File: config.mk
export PLATFORM = sky130hd
export DESIGN_NAME = css_token_scanner_unit
export DESIGN_NICKNAME = d
export VERILOG_FILES = /design/src/rtl/css_tok_pkg.sv /design/src/rtl/css_token_scanner_unit.sv /design/src/rtl/css_tok_front.sv /design/src/rtl/css_tok_fifo.sv /design/src/rtl/css_tok_back.sv
export SDC_FILE = /design/constraint.sdc
export NUM_CORES = 1
export LEC_CHECK = 0
export BUFFER_PORTS_ARGS = -buffer_cell sky130_fd_sc_hd__buf_4
export CAP_MARGIN = 5
export CORE_MARGIN = 2
export CORE_UTILIZATION = 37
export DETAILED_ROUTE_END_ITERATION = 10
export GPL_TIMING_DRIVEN = 0
export SYNTH_ARGS = -nofsm -noshare
export SYNTH_HDL_FRONTEND = slang
export SYNTH_SLANG_ARGS = --single-unit
File: constraint.sdc
create_clock -name clk -period 5.4 [get_ports clk]
set_input_delay 0.27 -clock clk [delete_from_list [all_inputs] [get_ports clk]]
set_output_delay 0.27 -clock clk [all_outputs]
set_load 0.005 [all_outputs]
File: src/rtl/css_tok_pkg.sv
// ---------------------------------------------------------------------------
// css_tok_pkg
// Shared types, codes and helpers of the CSS token scanner.
// ---------------------------------------------------------------------------
`default_nettype none

package css_tok_pkg;

	localparam int POS_BITS = 16;
	localparam int Q_DEPTH  = 4;
	localparam int Q_AW     = $clog2(Q_DEPTH);

	localparam logic [3:0] K_LBRACE    = 4'd0;
	localparam logic [3:0] K_RBRACE    = 4'd1;
	localparam logic [3:0] K_COLON     = 4'd2;
	localparam logic [3:0] K_SEMICOLON = 4'd3;
	localparam logic [3:0] K_HASH      = 4'd4;
	localparam logic [3:0] K_DOT       = 4'd5;
	localparam logic [3:0] K_COMMA     = 4'd6;
	localparam logic [3:0] K_NUMBER    = 4'd7;
	localparam logic [3:0] K_UNIT      = 4'd8;
	localparam logic [3:0] K_IDENT     = 4'd9;
	localparam logic [3:0] K_STRING    = 4'd10;
	localparam logic [3:0] K_EOF       = 4'd11;
	localparam logic [3:0] K_ERROR     = 4'd12;

	localparam logic [7:0] CH_LBRACE  = 8'h7b;
	localparam logic [7:0] CH_RBRACE  = 8'h7d;
	localparam logic [7:0] CH_COLON   = 8'h3a;
	localparam logic [7:0] CH_SEMI    = 8'h3b;
	localparam logic [7:0] CH_HASH    = 8'h23;
	localparam logic [7:0] CH_DOT     = 8'h2e;
	localparam logic [7:0] CH_COMMA   = 8'h2c;
	localparam logic [7:0] CH_MINUS   = 8'h2d;
	localparam logic [7:0] CH_PERCENT = 8'h25;
	localparam logic [7:0] CH_UNDER   = 8'h5f;
	localparam logic [7:0] CH_NEWLINE = 8'h0a;
	localparam logic [7:0] CH_QUOTE   = 8'h22;
	localparam logic [7:0] CH_SPACE   = 8'h20;

	typedef logic [POS_BITS-1:0] pos_t;

	typedef struct packed {
		logic [3:0] kind;
		logic       has_text;
		logic [7:0] text_byte;
		logic       done;
		pos_t       row;
		pos_t       col;
		logic       last;
	} res_t;

	// up to two results caused by one input item
	typedef struct packed {
		logic two;
		res_t r0;
		res_t r1;
	} pair_t;

	function automatic res_t make_res(logic [3:0] kind, logic has, logic [7:0] b,
			logic done, pos_t row, pos_t col);
		res_t r;
		r.kind      = kind;
		r.has_text  = has;
		r.text_byte = has ? b : 8'd0;
		r.done      = done;
		r.row       = row;
		r.col       = col;
		r.last      = 1'b0;
		return r;
	endfunction

endpackage

`default_nettype wire

File: src/rtl/css_token_scanner_unit.sv
// ---------------------------------------------------------------------------
// css_token_scanner_unit
// Streaming CSS tokenizer: bytes in, token results out, a queue in between.
// ---------------------------------------------------------------------------
// the results of a byte are written into the queue when the byte is taken
// throughput: one byte per cycle while full is low; each byte gives up to two
//   results, handed out one per pop cycle from the non-empty four-pair queue
// full rises only when that queue holds four pairs
// reset: asynchronous, scanner idle at row 1 column 1, queue empty
`default_nettype none

module css_token_scanner_unit import css_tok_pkg::*; (
	input  wire logic                clk,
	input  wire logic                arst_n,
	input  wire logic                push,
	output logic                     full,
	input  wire logic                kind,
	input  wire logic [7:0]          char_byte,
	output logic                     empty,
	input  wire logic                pop,
	output logic [3:0]               token_kind,
	output logic                     has_text,
	output logic [7:0]               text_byte,
	output logic                     token_done,
	output logic [POS_BITS-1:0]      start_row,
	output logic [POS_BITS-1:0]      start_col,
	output logic                     last
);

	logic  accept, q_push, q_pop, q_full, q_empty;
	pair_t q_in, q_head;
	res_t  res;

	assign full   = q_full;
	assign accept = push && !q_full;

	css_tok_front u_front (
		.clk       (clk),
		.arst_n    (arst_n),
		.accept    (accept),
		.kind      (kind),
		.char_byte (char_byte),
		.q_push    (q_push),
		.q_data    (q_in)
	);

	css_tok_fifo u_fifo (
		.clk     (clk),
		.arst_n  (arst_n),
		.wr_en   (q_push),
		.wr_data (q_in),
		.rd_en   (q_pop),
		.full    (q_full),
		.empty   (q_empty),
		.rd_data (q_head)
	);

	css_tok_back u_back (
		.clk     (clk),
		.arst_n  (arst_n),
		.q_empty (q_empty),
		.q_head  (q_head),
		.pop     (pop),
		.q_pop   (q_pop),
		.empty   (empty),
		.res     (res)
	);

	assign token_kind = res.kind;
	assign has_text   = res.has_text;
	assign text_byte  = res.text_byte;
	assign token_done = res.done;
	assign start_row  = res.row;
	assign start_col  = res.col;
	assign last       = res.last;

	a_push_fills: assert property (@(posedge clk) disable iff (!arst_n)
		q_push |=> !q_empty)
		else $error("queue empty after a write");

	a_pair_order: assert property (@(posedge clk) disable iff (!arst_n)
		(!q_empty && q_head.two) |-> !q_head.r0.last)
		else $error("first of two results marked last");

	a_rest_follows: assert property (@(posedge clk) disable iff (!arst_n)
		(pop && !empty && !last) |=> !empty)
		else $error("results of one item split apart");

	a_eof_closes: assert property (@(posedge clk) disable iff (!arst_n)
		(!empty && (token_kind == K_EOF)) |-> (last && token_done && !has_text))
		else $error("eof result malformed");

endmodule

`default_nettype wire

File: src/rtl/css_tok_front.sv
// ---------------------------------------------------------------------------
// css_tok_front
// Classifies each byte, keeps the scan mode and positions, forms results.
// ---------------------------------------------------------------------------
`default_nettype none

module css_tok_front import css_tok_pkg::*; (
	input  wire logic       clk,
	input  wire logic       arst_n,
	input  wire logic       accept,
	input  wire logic       kind,
	input  wire logic [7:0] char_byte,
	output logic            q_push,
	output pair_t           q_data
);

	typedef enum logic [2:0] {
		M_IDLE, M_MINUS, M_NUMBER, M_UNIT, M_IDENT, M_STRING
	} mode_t;

	mode_t mode_q;
	logic  dot_q;
	pos_t  cur_row_q, cur_col_q, tok_row_q, tok_col_q;

	logic [7:0] b;
	logic is_digit, is_alpha, is_space, is_ident;
	logic       pk_v;
	logic [3:0] pk;

	logic  sb_v, sb_tok, sb_clr_dot;
	res_t  sb_res;
	mode_t sb_mode;

	logic  p_v, s_v, tok_ld, nxt_dot;
	res_t  p, s;
	mode_t nxt_mode;

	assign b        = char_byte;
	assign is_digit = (b >= 8'h30) && (b <= 8'h39);
	assign is_alpha = ((b >= 8'h61) && (b <= 8'h7a)) || ((b >= 8'h41) && (b <= 8'h5a));
	assign is_space = (b == CH_SPACE) || ((b >= 8'h09) && (b <= 8'h0d));
	assign is_ident = is_alpha || is_digit || (b == CH_UNDER) || (b == CH_MINUS);

	always_comb begin
		pk_v = 1'b1;
		pk   = K_LBRACE;
		unique case (b)
			CH_LBRACE: pk = K_LBRACE;
			CH_RBRACE: pk = K_RBRACE;
			CH_COLON:  pk = K_COLON;
			CH_SEMI:   pk = K_SEMICOLON;
			CH_HASH:   pk = K_HASH;
			CH_DOT:    pk = K_DOT;
			CH_COMMA:  pk = K_COMMA;
			default:   pk_v = 1'b0;
		endcase
	end

	// byte scanned from the idle mode
	always_comb begin
		sb_v       = 1'b0;
		sb_tok     = 1'b0;
		sb_clr_dot = 1'b0;
		sb_mode    = M_IDLE;
		sb_res     = make_res(K_ERROR, 1'b1, b, 1'b1, cur_row_q, cur_col_q);
		priority if (is_space) begin
		end else if (pk_v) begin
			sb_v   = 1'b1;
			sb_res = make_res(pk, 1'b1, b, 1'b1, cur_row_q, cur_col_q);
		end else begin
			sb_tok = 1'b1;
			priority if (is_digit) begin
				sb_v       = 1'b1;
				sb_mode    = M_NUMBER;
				sb_clr_dot = 1'b1;
				sb_res     = make_res(K_NUMBER, 1'b1, b, 1'b0, cur_row_q, cur_col_q);
			end else if (b == CH_MINUS) begin
				sb_mode = M_MINUS;
			end else if (is_alpha) begin
				sb_v    = 1'b1;
				sb_mode = M_IDENT;
				sb_res  = make_res(K_IDENT, 1'b1, b, 1'b0, cur_row_q, cur_col_q);
			end else if (b == CH_QUOTE) begin
				sb_mode = M_STRING;
			end else begin
				sb_v = 1'b1;
			end
		end
	end

	always_comb begin
		p_v      = 1'b0;
		s_v      = 1'b0;
		p        = make_res(K_ERROR, 1'b1, CH_MINUS, 1'b1, tok_row_q, tok_col_q);
		s        = sb_res;
		tok_ld   = 1'b0;
		nxt_mode = mode_q;
		nxt_dot  = dot_q;
		if (kind) begin
			s_v = 1'b1;
			s   = make_res(K_EOF, 1'b0, 8'd0, 1'b1, cur_row_q, cur_col_q);
			unique case (mode_q)
				M_MINUS:  p_v = 1'b1;
				M_NUMBER: begin
					p_v = 1'b1;
					p   = make_res(K_NUMBER, 1'b0, 8'd0, 1'b1, tok_row_q, tok_col_q);
				end
				M_UNIT: begin
					p_v = 1'b1;
					p   = make_res(K_UNIT, 1'b0, 8'd0, 1'b1, tok_row_q, tok_col_q);
				end
				M_IDENT: begin
					p_v = 1'b1;
					p   = make_res(K_IDENT, 1'b0, 8'd0, 1'b1, tok_row_q, tok_col_q);
				end
				M_STRING: begin
					p_v = 1'b1;
					p   = make_res(K_STRING, 1'b0, 8'd0, 1'b1, tok_row_q, tok_col_q);
				end
				default: p_v = 1'b0;
			endcase
		end else begin
			unique case (mode_q)
				M_MINUS: begin
					p_v = 1'b1;
					if (is_digit) begin
						p        = make_res(K_NUMBER, 1'b1, CH_MINUS, 1'b0, tok_row_q, tok_col_q);
						s_v      = 1'b1;
						s        = make_res(K_NUMBER, 1'b1, b, 1'b0, tok_row_q, tok_col_q);
						nxt_mode = M_NUMBER;
						nxt_dot  = 1'b0;
					end else begin
						s_v      = sb_v;
						nxt_mode = sb_mode;
						tok_ld   = sb_tok;
						if (sb_clr_dot) nxt_dot = 1'b0;
					end
				end
				M_NUMBER: begin
					p_v = 1'b1;
					if (is_digit || ((b == CH_DOT) && !dot_q)) begin
						p = make_res(K_NUMBER, 1'b1, b, 1'b0, tok_row_q, tok_col_q);
						if (b == CH_DOT) nxt_dot = 1'b1;
					end else begin
						p = make_res(K_NUMBER, 1'b0, 8'd0, 1'b1, tok_row_q, tok_col_q);
						priority if (is_alpha) begin
							s_v      = 1'b1;
							s        = make_res(K_UNIT, 1'b1, b, 1'b0, cur_row_q, cur_col_q);
							nxt_mode = M_UNIT;
							tok_ld   = 1'b1;
						end else if (b == CH_PERCENT) begin
							s_v      = 1'b1;
							s        = make_res(K_UNIT, 1'b1, b, 1'b1, cur_row_q, cur_col_q);
							nxt_mode = M_IDLE;
						end else begin
							s_v      = sb_v;
							nxt_mode = sb_mode;
							tok_ld   = sb_tok;
							if (sb_clr_dot) nxt_dot = 1'b0;
						end
					end
				end
				M_UNIT: begin
					p_v = 1'b1;
					if (is_alpha) begin
						p = make_res(K_UNIT, 1'b1, b, 1'b0, tok_row_q, tok_col_q);
					end else begin
						p        = make_res(K_UNIT, 1'b0, 8'd0, 1'b1, tok_row_q, tok_col_q);
						s_v      = sb_v;
						nxt_mode = sb_mode;
						tok_ld   = sb_tok;
						if (sb_clr_dot) nxt_dot = 1'b0;
					end
				end
				M_IDENT: begin
					p_v = 1'b1;
					if (is_ident) begin
						p = make_res(K_IDENT, 1'b1, b, 1'b0, tok_row_q, tok_col_q);
					end else begin
						p        = make_res(K_IDENT, 1'b0, 8'd0, 1'b1, tok_row_q, tok_col_q);
						s_v      = sb_v;
						nxt_mode = sb_mode;
						tok_ld   = sb_tok;
						if (sb_clr_dot) nxt_dot = 1'b0;
					end
				end
				M_STRING: begin
					p_v = 1'b1;
					if (b == CH_QUOTE) begin
						p        = make_res(K_STRING, 1'b0, 8'd0, 1'b1, tok_row_q, tok_col_q);
						nxt_mode = M_IDLE;
					end else begin
						p = make_res(K_STRING, 1'b1, b, 1'b0, tok_row_q, tok_col_q);
					end
				end
				default: begin
					s_v      = sb_v;
					nxt_mode = sb_mode;
					tok_ld   = sb_tok;
					if (sb_clr_dot) nxt_dot = 1'b0;
				end
			endcase
		end
	end

	// pack the prefix and follow-on results, mark the final one
	always_comb begin
		q_data = '0;
		if (p_v) begin
			q_data.two = s_v;
			q_data.r0  = p;
			q_data.r1  = s;
		end else begin
			q_data.two = 1'b0;
			q_data.r0  = s;
			q_data.r1  = s;
		end
		if (q_data.two) q_data.r1.last = 1'b1;
		else q_data.r0.last = 1'b1;
		q_push = accept && (p_v || s_v);
	end

	always_ff @(posedge clk or negedge arst_n) begin
		if (!arst_n) begin
			mode_q    <= M_IDLE;
			dot_q     <= 1'b0;
			cur_row_q <= pos_t'(1);
			cur_col_q <= pos_t'(1);
			tok_row_q <= pos_t'(1);
			tok_col_q <= pos_t'(1);
		end else if (accept) begin
			if (kind) begin
				mode_q    <= M_IDLE;
				dot_q     <= 1'b0;
				cur_row_q <= pos_t'(1);
				cur_col_q <= pos_t'(1);
				tok_row_q <= pos_t'(1);
				tok_col_q <= pos_t'(1);
			end else begin
				mode_q <= nxt_mode;
				dot_q  <= nxt_dot;
				if (tok_ld) begin
					tok_row_q <= cur_row_q;
					tok_col_q <= cur_col_q;
				end
				// saturating position counters
				if (b == CH_NEWLINE) begin
					if (cur_row_q != '1) cur_row_q <= cur_row_q + pos_t'(1);
					cur_col_q <= pos_t'(1);
				end else if (cur_col_q != '1) begin
					cur_col_q <= cur_col_q + pos_t'(1);
				end
			end
		end
	end

endmodule

`default_nettype wire

File: src/rtl/css_tok_fifo.sv
// ---------------------------------------------------------------------------
// css_tok_fifo
// Short queue of result pairs between the scanner and the output side.
// ---------------------------------------------------------------------------
`default_nettype none

module css_tok_fifo import css_tok_pkg::*; (
	input  wire logic  clk,
	input  wire logic  arst_n,
	input  wire logic  wr_en,
	input  wire pair_t wr_data,
	input  wire logic  rd_en,
	output logic       full,
	output logic       empty,
	output pair_t      rd_data
);

	pair_t           mem_q [Q_DEPTH];
	logic [Q_AW-1:0] wr_ptr_q, rd_ptr_q;
	logic [Q_AW:0]   count_q;

	assign full    = (count_q == (Q_AW+1)'(Q_DEPTH));
	assign empty   = (count_q == '0);
	assign rd_data = mem_q[rd_ptr_q];

	always_ff @(posedge clk) begin
		if (wr_en) mem_q[wr_ptr_q] <= wr_data;
	end

	always_ff @(posedge clk or negedge arst_n) begin
		if (!arst_n) begin
			wr_ptr_q <= '0;
			rd_ptr_q <= '0;
			count_q  <= '0;
		end else begin
			if (wr_en) wr_ptr_q <= wr_ptr_q + Q_AW'(1);
			if (rd_en) rd_ptr_q <= rd_ptr_q + Q_AW'(1);
			if (wr_en && !rd_en) count_q <= count_q + (Q_AW+1)'(1);
			else if (rd_en && !wr_en) count_q <= count_q - (Q_AW+1)'(1);
		end
	end

endmodule

`default_nettype wire

File: src/rtl/css_tok_back.sv
// ---------------------------------------------------------------------------
// css_tok_back
// Walks the queued result pairs and hands out one result per transfer.
// ---------------------------------------------------------------------------
`default_nettype none

module css_tok_back import css_tok_pkg::*; (
	input  wire logic  clk,
	input  wire logic  arst_n,
	input  wire logic  q_empty,
	input  wire pair_t q_head,
	input  wire logic  pop,
	output logic       q_pop,
	output logic       empty,
	output res_t       res
);

	logic sel_q;
	logic take;

	assign empty = q_empty;
	assign res   = sel_q ? q_head.r1 : q_head.r0;
	assign take  = pop && !q_empty;
	// the pair leaves once its final result is transferred
	assign q_pop = take && (sel_q || !q_head.two);

	always_ff @(posedge clk or negedge arst_n) begin
		if (!arst_n) begin
			sel_q <= 1'b0;
		end else if (take) begin
			sel_q <= !q_pop;
		end
	end

endmodule

`default_nettype wire

==> run metrics, run 1 <==
Root Driver=clkbuf_16; Clock Skews=~0.026 ns; 1st-iter DRT viols=956; WHS Path Cells=4; worst setup margin=1.68 ns; WL/cell=around 22 um; largest net degree at the start of global routing=77; Final Net Count=approximately 1400; gpl congestion=between 0.8 and 0.9; Final setup viols=0; syn nets=roughly 1300; placed insts=around 2000; floorplan row count=84; Synth Area in Simple Gates=roughly 8.6%; H-tree Lvls=2; peak supply drop=251 uV; r2r setup slk=between 1.5 and 2 ns; post-synthesis cell count=1229; Highest Clock Rate=0.269 GHz; Rel. slew slack=about a fifth; Pint=0.00809 W; Sw Ratio=30.9%; first-pass GRT wire length=around 70000 um; Cell Pwr Density=approximately 520 nW/um^2; Arrival @ worst endpoint=3.99 ns; Layout area overhead=15.1%; core area=52300 sq um; TritonCTS Sinks=approximately 450; Slew Limit Fails=0; largest family of logic cells by synthesized area=multiplexers; Startpoint Class=flop; DRT Wirelength=about 46000 um; Worst R2R End=u_fifo.mem_q[1][84]; Worst Tran Pin Value=around 1.2 ns; setup slack at placement=about 1.5 ns; Synth area leaders=edfxtp_1 58%, mux4_2 11%, dfrtp_1 9.3%, nand2_1 3.5%, mux2_2 3.4%; share of post-route cells with drive strength above 1=roughly a quarter; Combinational Power Share=between 30% and 40%; drt first pass iters=5; Compound-Gate Fraction of Synth Area=5.47%; Pleak=7.97 nW; crit share post-route=68.9%; Buffers on Ports=60; clk_lat worst skew=a little under 0.6 ns; share of synthesized registers carrying an async set or reset=between 10% and 20%; status=complete, no violations; Initial Util=37.2%; GRT Total Usage=around 17%; Antenna Cells=0; mux share of post-synthesis cell area=roughly 14%; ANT nets after route=0; Psw=between 0.003 and 0.004 W; sequential share of power=about two fifths; type of the worst setup path=reg2reg; full die area=around 54000 sq um; Post-Syn Area=slightly below 20000 sq um; cell taking the most area after synthesis=edfxtp_1; R2R Path Start=u_front.mode_q[0]; number of synthesized flops with an enable pin=approximately 380; most common cell in the synthesized netlist=edfxtp_1; HP Start=pop; initial antenna violation count=0; # DRC=0; critical path endpoint category=flop; Post-Synth XOR/XNOR Area=1.17%; dpl hpwl=approximately 29000 um; Yosys top cell area share=between 50% and 60%; via count=around 11000; #FFs+latches synth=roughly 450; Hold Slack=around 0.09 ns; Hold Violations, Final=0; via count of the first global-routing pass=~11000; Post-Layout Cell Count=between 2000 and 2500; Synth Warn #=0; Cell variety after synth=78; adder-cell share of the synthesized area=0.553%; CTS Buffer Depth=3; # Max-Cap Violations=0; CTS tree=yes; Hold Path Class=in2reg; worst path required time=about 5.7 ns; CTS resizes=0; RSZ-0062 raised after global routing=false; num ports=62; # Post-CTS Setup Buffers=0; TritonCTS Buffers=48; Clk pwr share=27.1%; Worst-path clk slew=~0.06 ns; TNS Setup=0 ns; WHS Endpoint=u_back.sel_q; ys flop type=edfxtp_1; number of vias per cell=about 5.4; syn avg cell area=between 15 and 20 sq um; R2R depth=7; top cells by count, synth=376 x edfxtp_1, 181 x nand2_1, 94 x mux4_2; Die H=roughly 230 um; shortest period the worst path allows=3.72 ns; register area share after synthesis=67.8%; crit path max fanout=50; Overflow after GRT=0; die width=about 230 um
==> flip-flops by register name (all words and copies together) (netlist names) <==
| signal | flops |
|---|---|
| u_fifo.rd_ptr_q | 2 |
| u_fifo.wr_ptr_q | 2 |
| u_front.mode_q | 3 |
| u_front.cur_row_q | 16 |
| u_fifo.count_q | 3 |
| u_front.tok_row_q | 16 |
| u_front.cur_col_q | 16 |
| u_front.dot_q | 1 |
| u_front.tok_col_q | 16 |
| u_back.sel_q | 1 |
| u_fifo.mem_q | 376 |
==> placed cells by master, fill, tap and decap left out, drive strengths merged, types with 8 or more instances in the layout <==
| cell | netlist | final |
|---|---|---|
| mux4 | 94 | 94 |
| clkbuf | 52 | 121 |
| nand4 | 17 | 17 |
| and2 | 16 | 16 |
| a21oi | 25 | 25 |
| edfxtp | 376 | 376 |
| buf | 22 | 86 |
| nor2b | 9 | 9 |
| inv | 19 | 20 |
| mux2 | 60 | 60 |
| nand3 | 23 | 23 |
| a22o | 32 | 32 |
| xor2 | 22 | 22 |
| dfrtp | 72 | 72 |
| nor3 | 8 | 8 |
| nand2 | 181 | 181 |
| nor2 | 51 | 51 |
| clkinv | 1 | 16 |
| o21ai | 36 | 36 |
==> critical path: stages (launching register included) <==
cell	delay [ns]
dfrtp_1	0.36
clkbuf_1	0.21
nor3b_1	0.72
a21boi_1	0.82
nand4bb_1	0.33
a21oi_4	0.14
and2_4	0.44
buf_16	0.30
==> through the flow <==
step / cell area [sq um] / power (W) / util (%)
6_report: 22400 / 0.0117 / 42.8
5_1_grt: 22400 / 0.0123 / 42.8
4_1_cts: 22400 / 0.0119 / 42.8
3_5_place_dp: 20900 / 0.00870 / 39.9
3_3_place_gp: 20800 / 0.00868 / 39.7
2_1_floorplan: 19500 / 0.00718 / -
==> layout make-up <==
cell class	count	area (sq um)
Buffer	74	322
Clock buffer	69	1340
Clock inverter	20	166
Fill cell	4755	29900
Inverter	20	75.1
Multi-Input combinational cell	683	5890
Sequential cell	452	13200
Tap cell	688	861
Timing Repair Buffer	65	571
==> power by group through the flow <==
stage / registers [W] / logic (W) / clock network (W)
2_1_floorplan: 0.00489 / 0.00229 / 0
3_3_place_gp: 0.00498 / 0.00370 / 0
3_5_place_dp: 0.00491 / 0.00379 / 0
4_1_cts: 0.00484 / 0.00381 / 0.00325
5_1_grt: 0.00489 / 0.00405 / 0.00339
6_report: 0.00483 / 0.00369 / 0.00318
==> kinds of logic (layout without fill, tap and decap cells) <==
group	Yosys count	count (layout)
adder cells (fa/ha/maj)	8	8
XOR/XNOR	26	26
buffers and inverters	94	248
multiplexers	155	155
flip-flops	452	452
AND/OR/NAND/NOR	353	353
AO/OA/AOI/OAI	141	141
==> worst max-delay path by stage <==
stage	slack, ns	cells after the start	startpoint	end
2_1_floorplan	0.92	6	char_byte[1]	u_fifo.mem_q[0][0]
3_3_place_gp	-1.76	8	char_byte[3]	u_fifo.mem_q[1][75]
3_5_place_dp	1.48	9	char_byte[3]	u_fifo.mem_q[1][28]
4_1_cts	1.67	7	u_fifo.rd_ptr_q[0]	text_byte[3]
5_1_grt	1.55	7	u_front.mode_q[0]	u_fifo.mem_q[1][36]
6_report	1.68	7	u_front.mode_q[0]	u_fifo.mem_q[1][84]
==> routing by layer <==
layer	GRT usage, %	wire (um)	share of wire [%]
met1	23.3	20700	45
met2	27.9	21800	48
met3	2.99	2020	4.4
met4	4.69	1090	2.4
met5	0	0	0
==> timing repair <==
item | 4_1_cts | 5_1_grt
endpoints found under the hold margin | 72 | 0
endpoints found under the setup margin | 0 | 0
hold buffers | 1 | 0
Note: power is estimated with default switching activity, not from simulation.
==> inputs of run 2 (changes only) <==
- clock period: 5.4 -> 3.4 ns (I/O delays scaled with it)
==> run metrics, run 2 (synthesized netlist as in run 1, its figures left out) <==
Overflow after GRT=0; gpl congestion=approximately 0.88; TritonCTS Sinks=452; Layout area overhead=16.5%; crit share post-route=between 90% and 100%; via count of the first global-routing pass=11420; GRT Total Usage=between 10% and 20%; crit path cell chain=clkbuf_1, nor2b_2, a21oi_1, o221ai_2, nand4bb_4, a21oi_4, and2_4, buf_16; RSZ-0062 raised after global routing=true; # DRC=0; worst path required time=3.63 ns; Initial Util=a little under two fifths; first-pass GRT wire length=between 70000 and 80000 um; worst setup margin=0.119 ns; Cell Pwr Density=841 nW/um^2; R2R Path Start=u_front.mode_q[0]; num ports=62; WHS Endpoint=u_fifo.mem_q[1][39]; status=complete, no violations; drt first pass iters=5; 1st-iter DRT viols=a little under 1000; WL/cell=~23 um; H-tree Lvls=2; Psw=approximately 0.006 W; ANT nets after route=0; clk_lat worst skew=between 0.5 and 0.6 ns; Final Net Count=approximately 1400; number of vias per cell=5.33; die width=roughly 230 um; Startpoint Class=flop; CTS tree=yes; Rel. slew slack=~23%; shortest period the worst path allows=around 3.3 ns; Worst R2R End=u_fifo.mem_q[3][72]; Hold Violations, Final=0; share of post-route cells with drive strength above 1=26.2%; critical path's slowest cell=and2_4; commonest non-fill, non-tap cell in the layout=edfxtp_1; Clock Skews=roughly 0.024 ns; Worst Tran Pin Value=~1.1 ns; Pint=about 0.013 W; r2r setup slk=~0.12 ns; Root Driver=clkbuf_16; dpl hpwl=28800 um; Final setup viols=0; DRT Wirelength=47000 um; core area=between 50000 and 60000 sq um; HP Start=char_byte[5]; sequential share of power=around 40%; crit path max fanout=between 40 and 50; # Max-Cap Violations=0; full die area=approximately 54000 sq um; multi-input logic area=5950 sq um; CTS Buffer Depth=3; most frequent cells in the layout=376 x edfxtp_1, 181 x nand2_1, 94 x mux4_2, 72 x dfrtp_1, 63 x buf_4; Sw Ratio=between 30% and 40%; initial antenna violation count=1; R2R depth=8; Pleak=8.14 nW; Buffers on Ports=60; Worst-path clk slew=~0.06 ns; Max stage delay on crit path=between 0.5 and 0.6 ns; WHS Path Cells=3; Biggest register=u_fifo.mem_q; largest net degree at the start of global routing=slightly below 80; TritonCTS Buffers=49; Die H=233 um; peak supply drop=roughly 340 uV; fill count=between 4000 and 5000; Clk pwr share=approximately 28%; Largest register FFs=approximately 380; critical path endpoint category=flop; Arrival @ worst endpoint=roughly 3.5 ns; TNS Setup=0 ns; FF+latch area=13200 sq um; setup slack at placement=-0.439 ns; Total Power=0.0191 W; Slew Limit Fails=0; via count=between 10000 and 15000; Highest Clock Rate=a little over 0.3 GHz; floorplan row count=84; Combinational Power Share=31.6%; type of the worst setup path=reg2reg; Hold Path Class=in2reg
[run 2: changes by cell type in the layout (fill, tap and decap cells not counted), sizes merged]
| cell | change |
|---|---|
| diode | +1 |
| clkbuf | +5 |
| inv | +1 |
| and2 | +4 |
| bufinv | +1 |
| clkinvlp | -1 |
| clkinv | -3 |
| dlygate4sd3 | +1 |
[run 2: worst max-delay path by stage]
stage	cells after the start	from	endpoint	slack (ns)
6_report	8	u_front.mode_q[0]	u_fifo.mem_q[3][72]	0.12
5_1_grt	8	u_front.mode_q[0]	u_fifo.mem_q[2][74]	-0.03
4_1_cts	6	u_fifo.rd_ptr_q[0]	start_col[3]	0.03
3_5_place_dp	9	char_byte[3]	u_fifo.mem_q[2][74]	-0.44
3_3_place_gp	8	char_byte[3]	u_fifo.mem_q[0][24]	-1.70
2_1_floorplan	6	char_byte[1]	u_fifo.mem_q[0][0]	0.06
[run 2: stage by stage]
stage	utilization [%]	cell area (sq um)	cells	hold slack, ns
final	43.3	22700	2080	0.0717
after global placement	39.7	20800	1977	0.416
after CTS	43.3	22600	2076	0.0255
after detailed placement	39.9	20900	1981	0.421
after global routing	43.3	22700	2080	0.0811
after floorplan	-	19500	1229	-0.126
[run 2: metal layers]
metal	track usage, %	routed length [um]	vias up
met5	0	0	-
met2	28.8	22200	276
met3	2.89	2370	62
li1	-	-	5002
met4	4.59	986	0
met1	24.4	21400	5737
[run 2: cell type report]
| type | count | area share [%] |
|---|---|---|
| Buffer | 74 | 1.47 |
| Clock inverter | 18 | 0.778 |
| Multi-Input combinational cell | 687 | 26.2 |
| Inverter | 20 | 0.331 |
| Clock buffer | 71 | 6.53 |
| Sequential cell | 452 | 58.2 |
| Antenna cell | 1 | 0.0110 |
| Tap cell | 688 | 3.79 |
| Timing Repair Buffer | 69 | 2.66 |
[run 2: critical path, delay by kind of cell, from the launching register on]
kind | cells | cell delay [ns]
buffers and inverters | 2 | 0.56
AND/OR/NAND/NOR | 3 | 1.16
flip-flops | 1 | 0.35
AO/OA/AOI/OAI | 3 | 0.77
[run 2: repair_timing]
item / CTS / global route
cloned: 4 / 0
pin swaps: 5 / 4
endpoints found under the hold margin: 73 / 0
gates resized for setup: 7 / 21
setup buffers: 0 / 3
setup endpoints to repair: 210 / 215
hold buffers: 2 / 0
[run 2: power groups by stage]
stage          sequential (W)  clock (W)  combinational, W
5_1_grt               0.00777    0.00572           0.00657
4_1_cts               0.00768    0.00552           0.00618
3_5_place_dp          0.00779          0           0.00607
3_3_place_gp          0.00781          0           0.00592
2_1_floorplan         0.00771          0           0.00363
6_report              0.00767    0.00539           0.00603
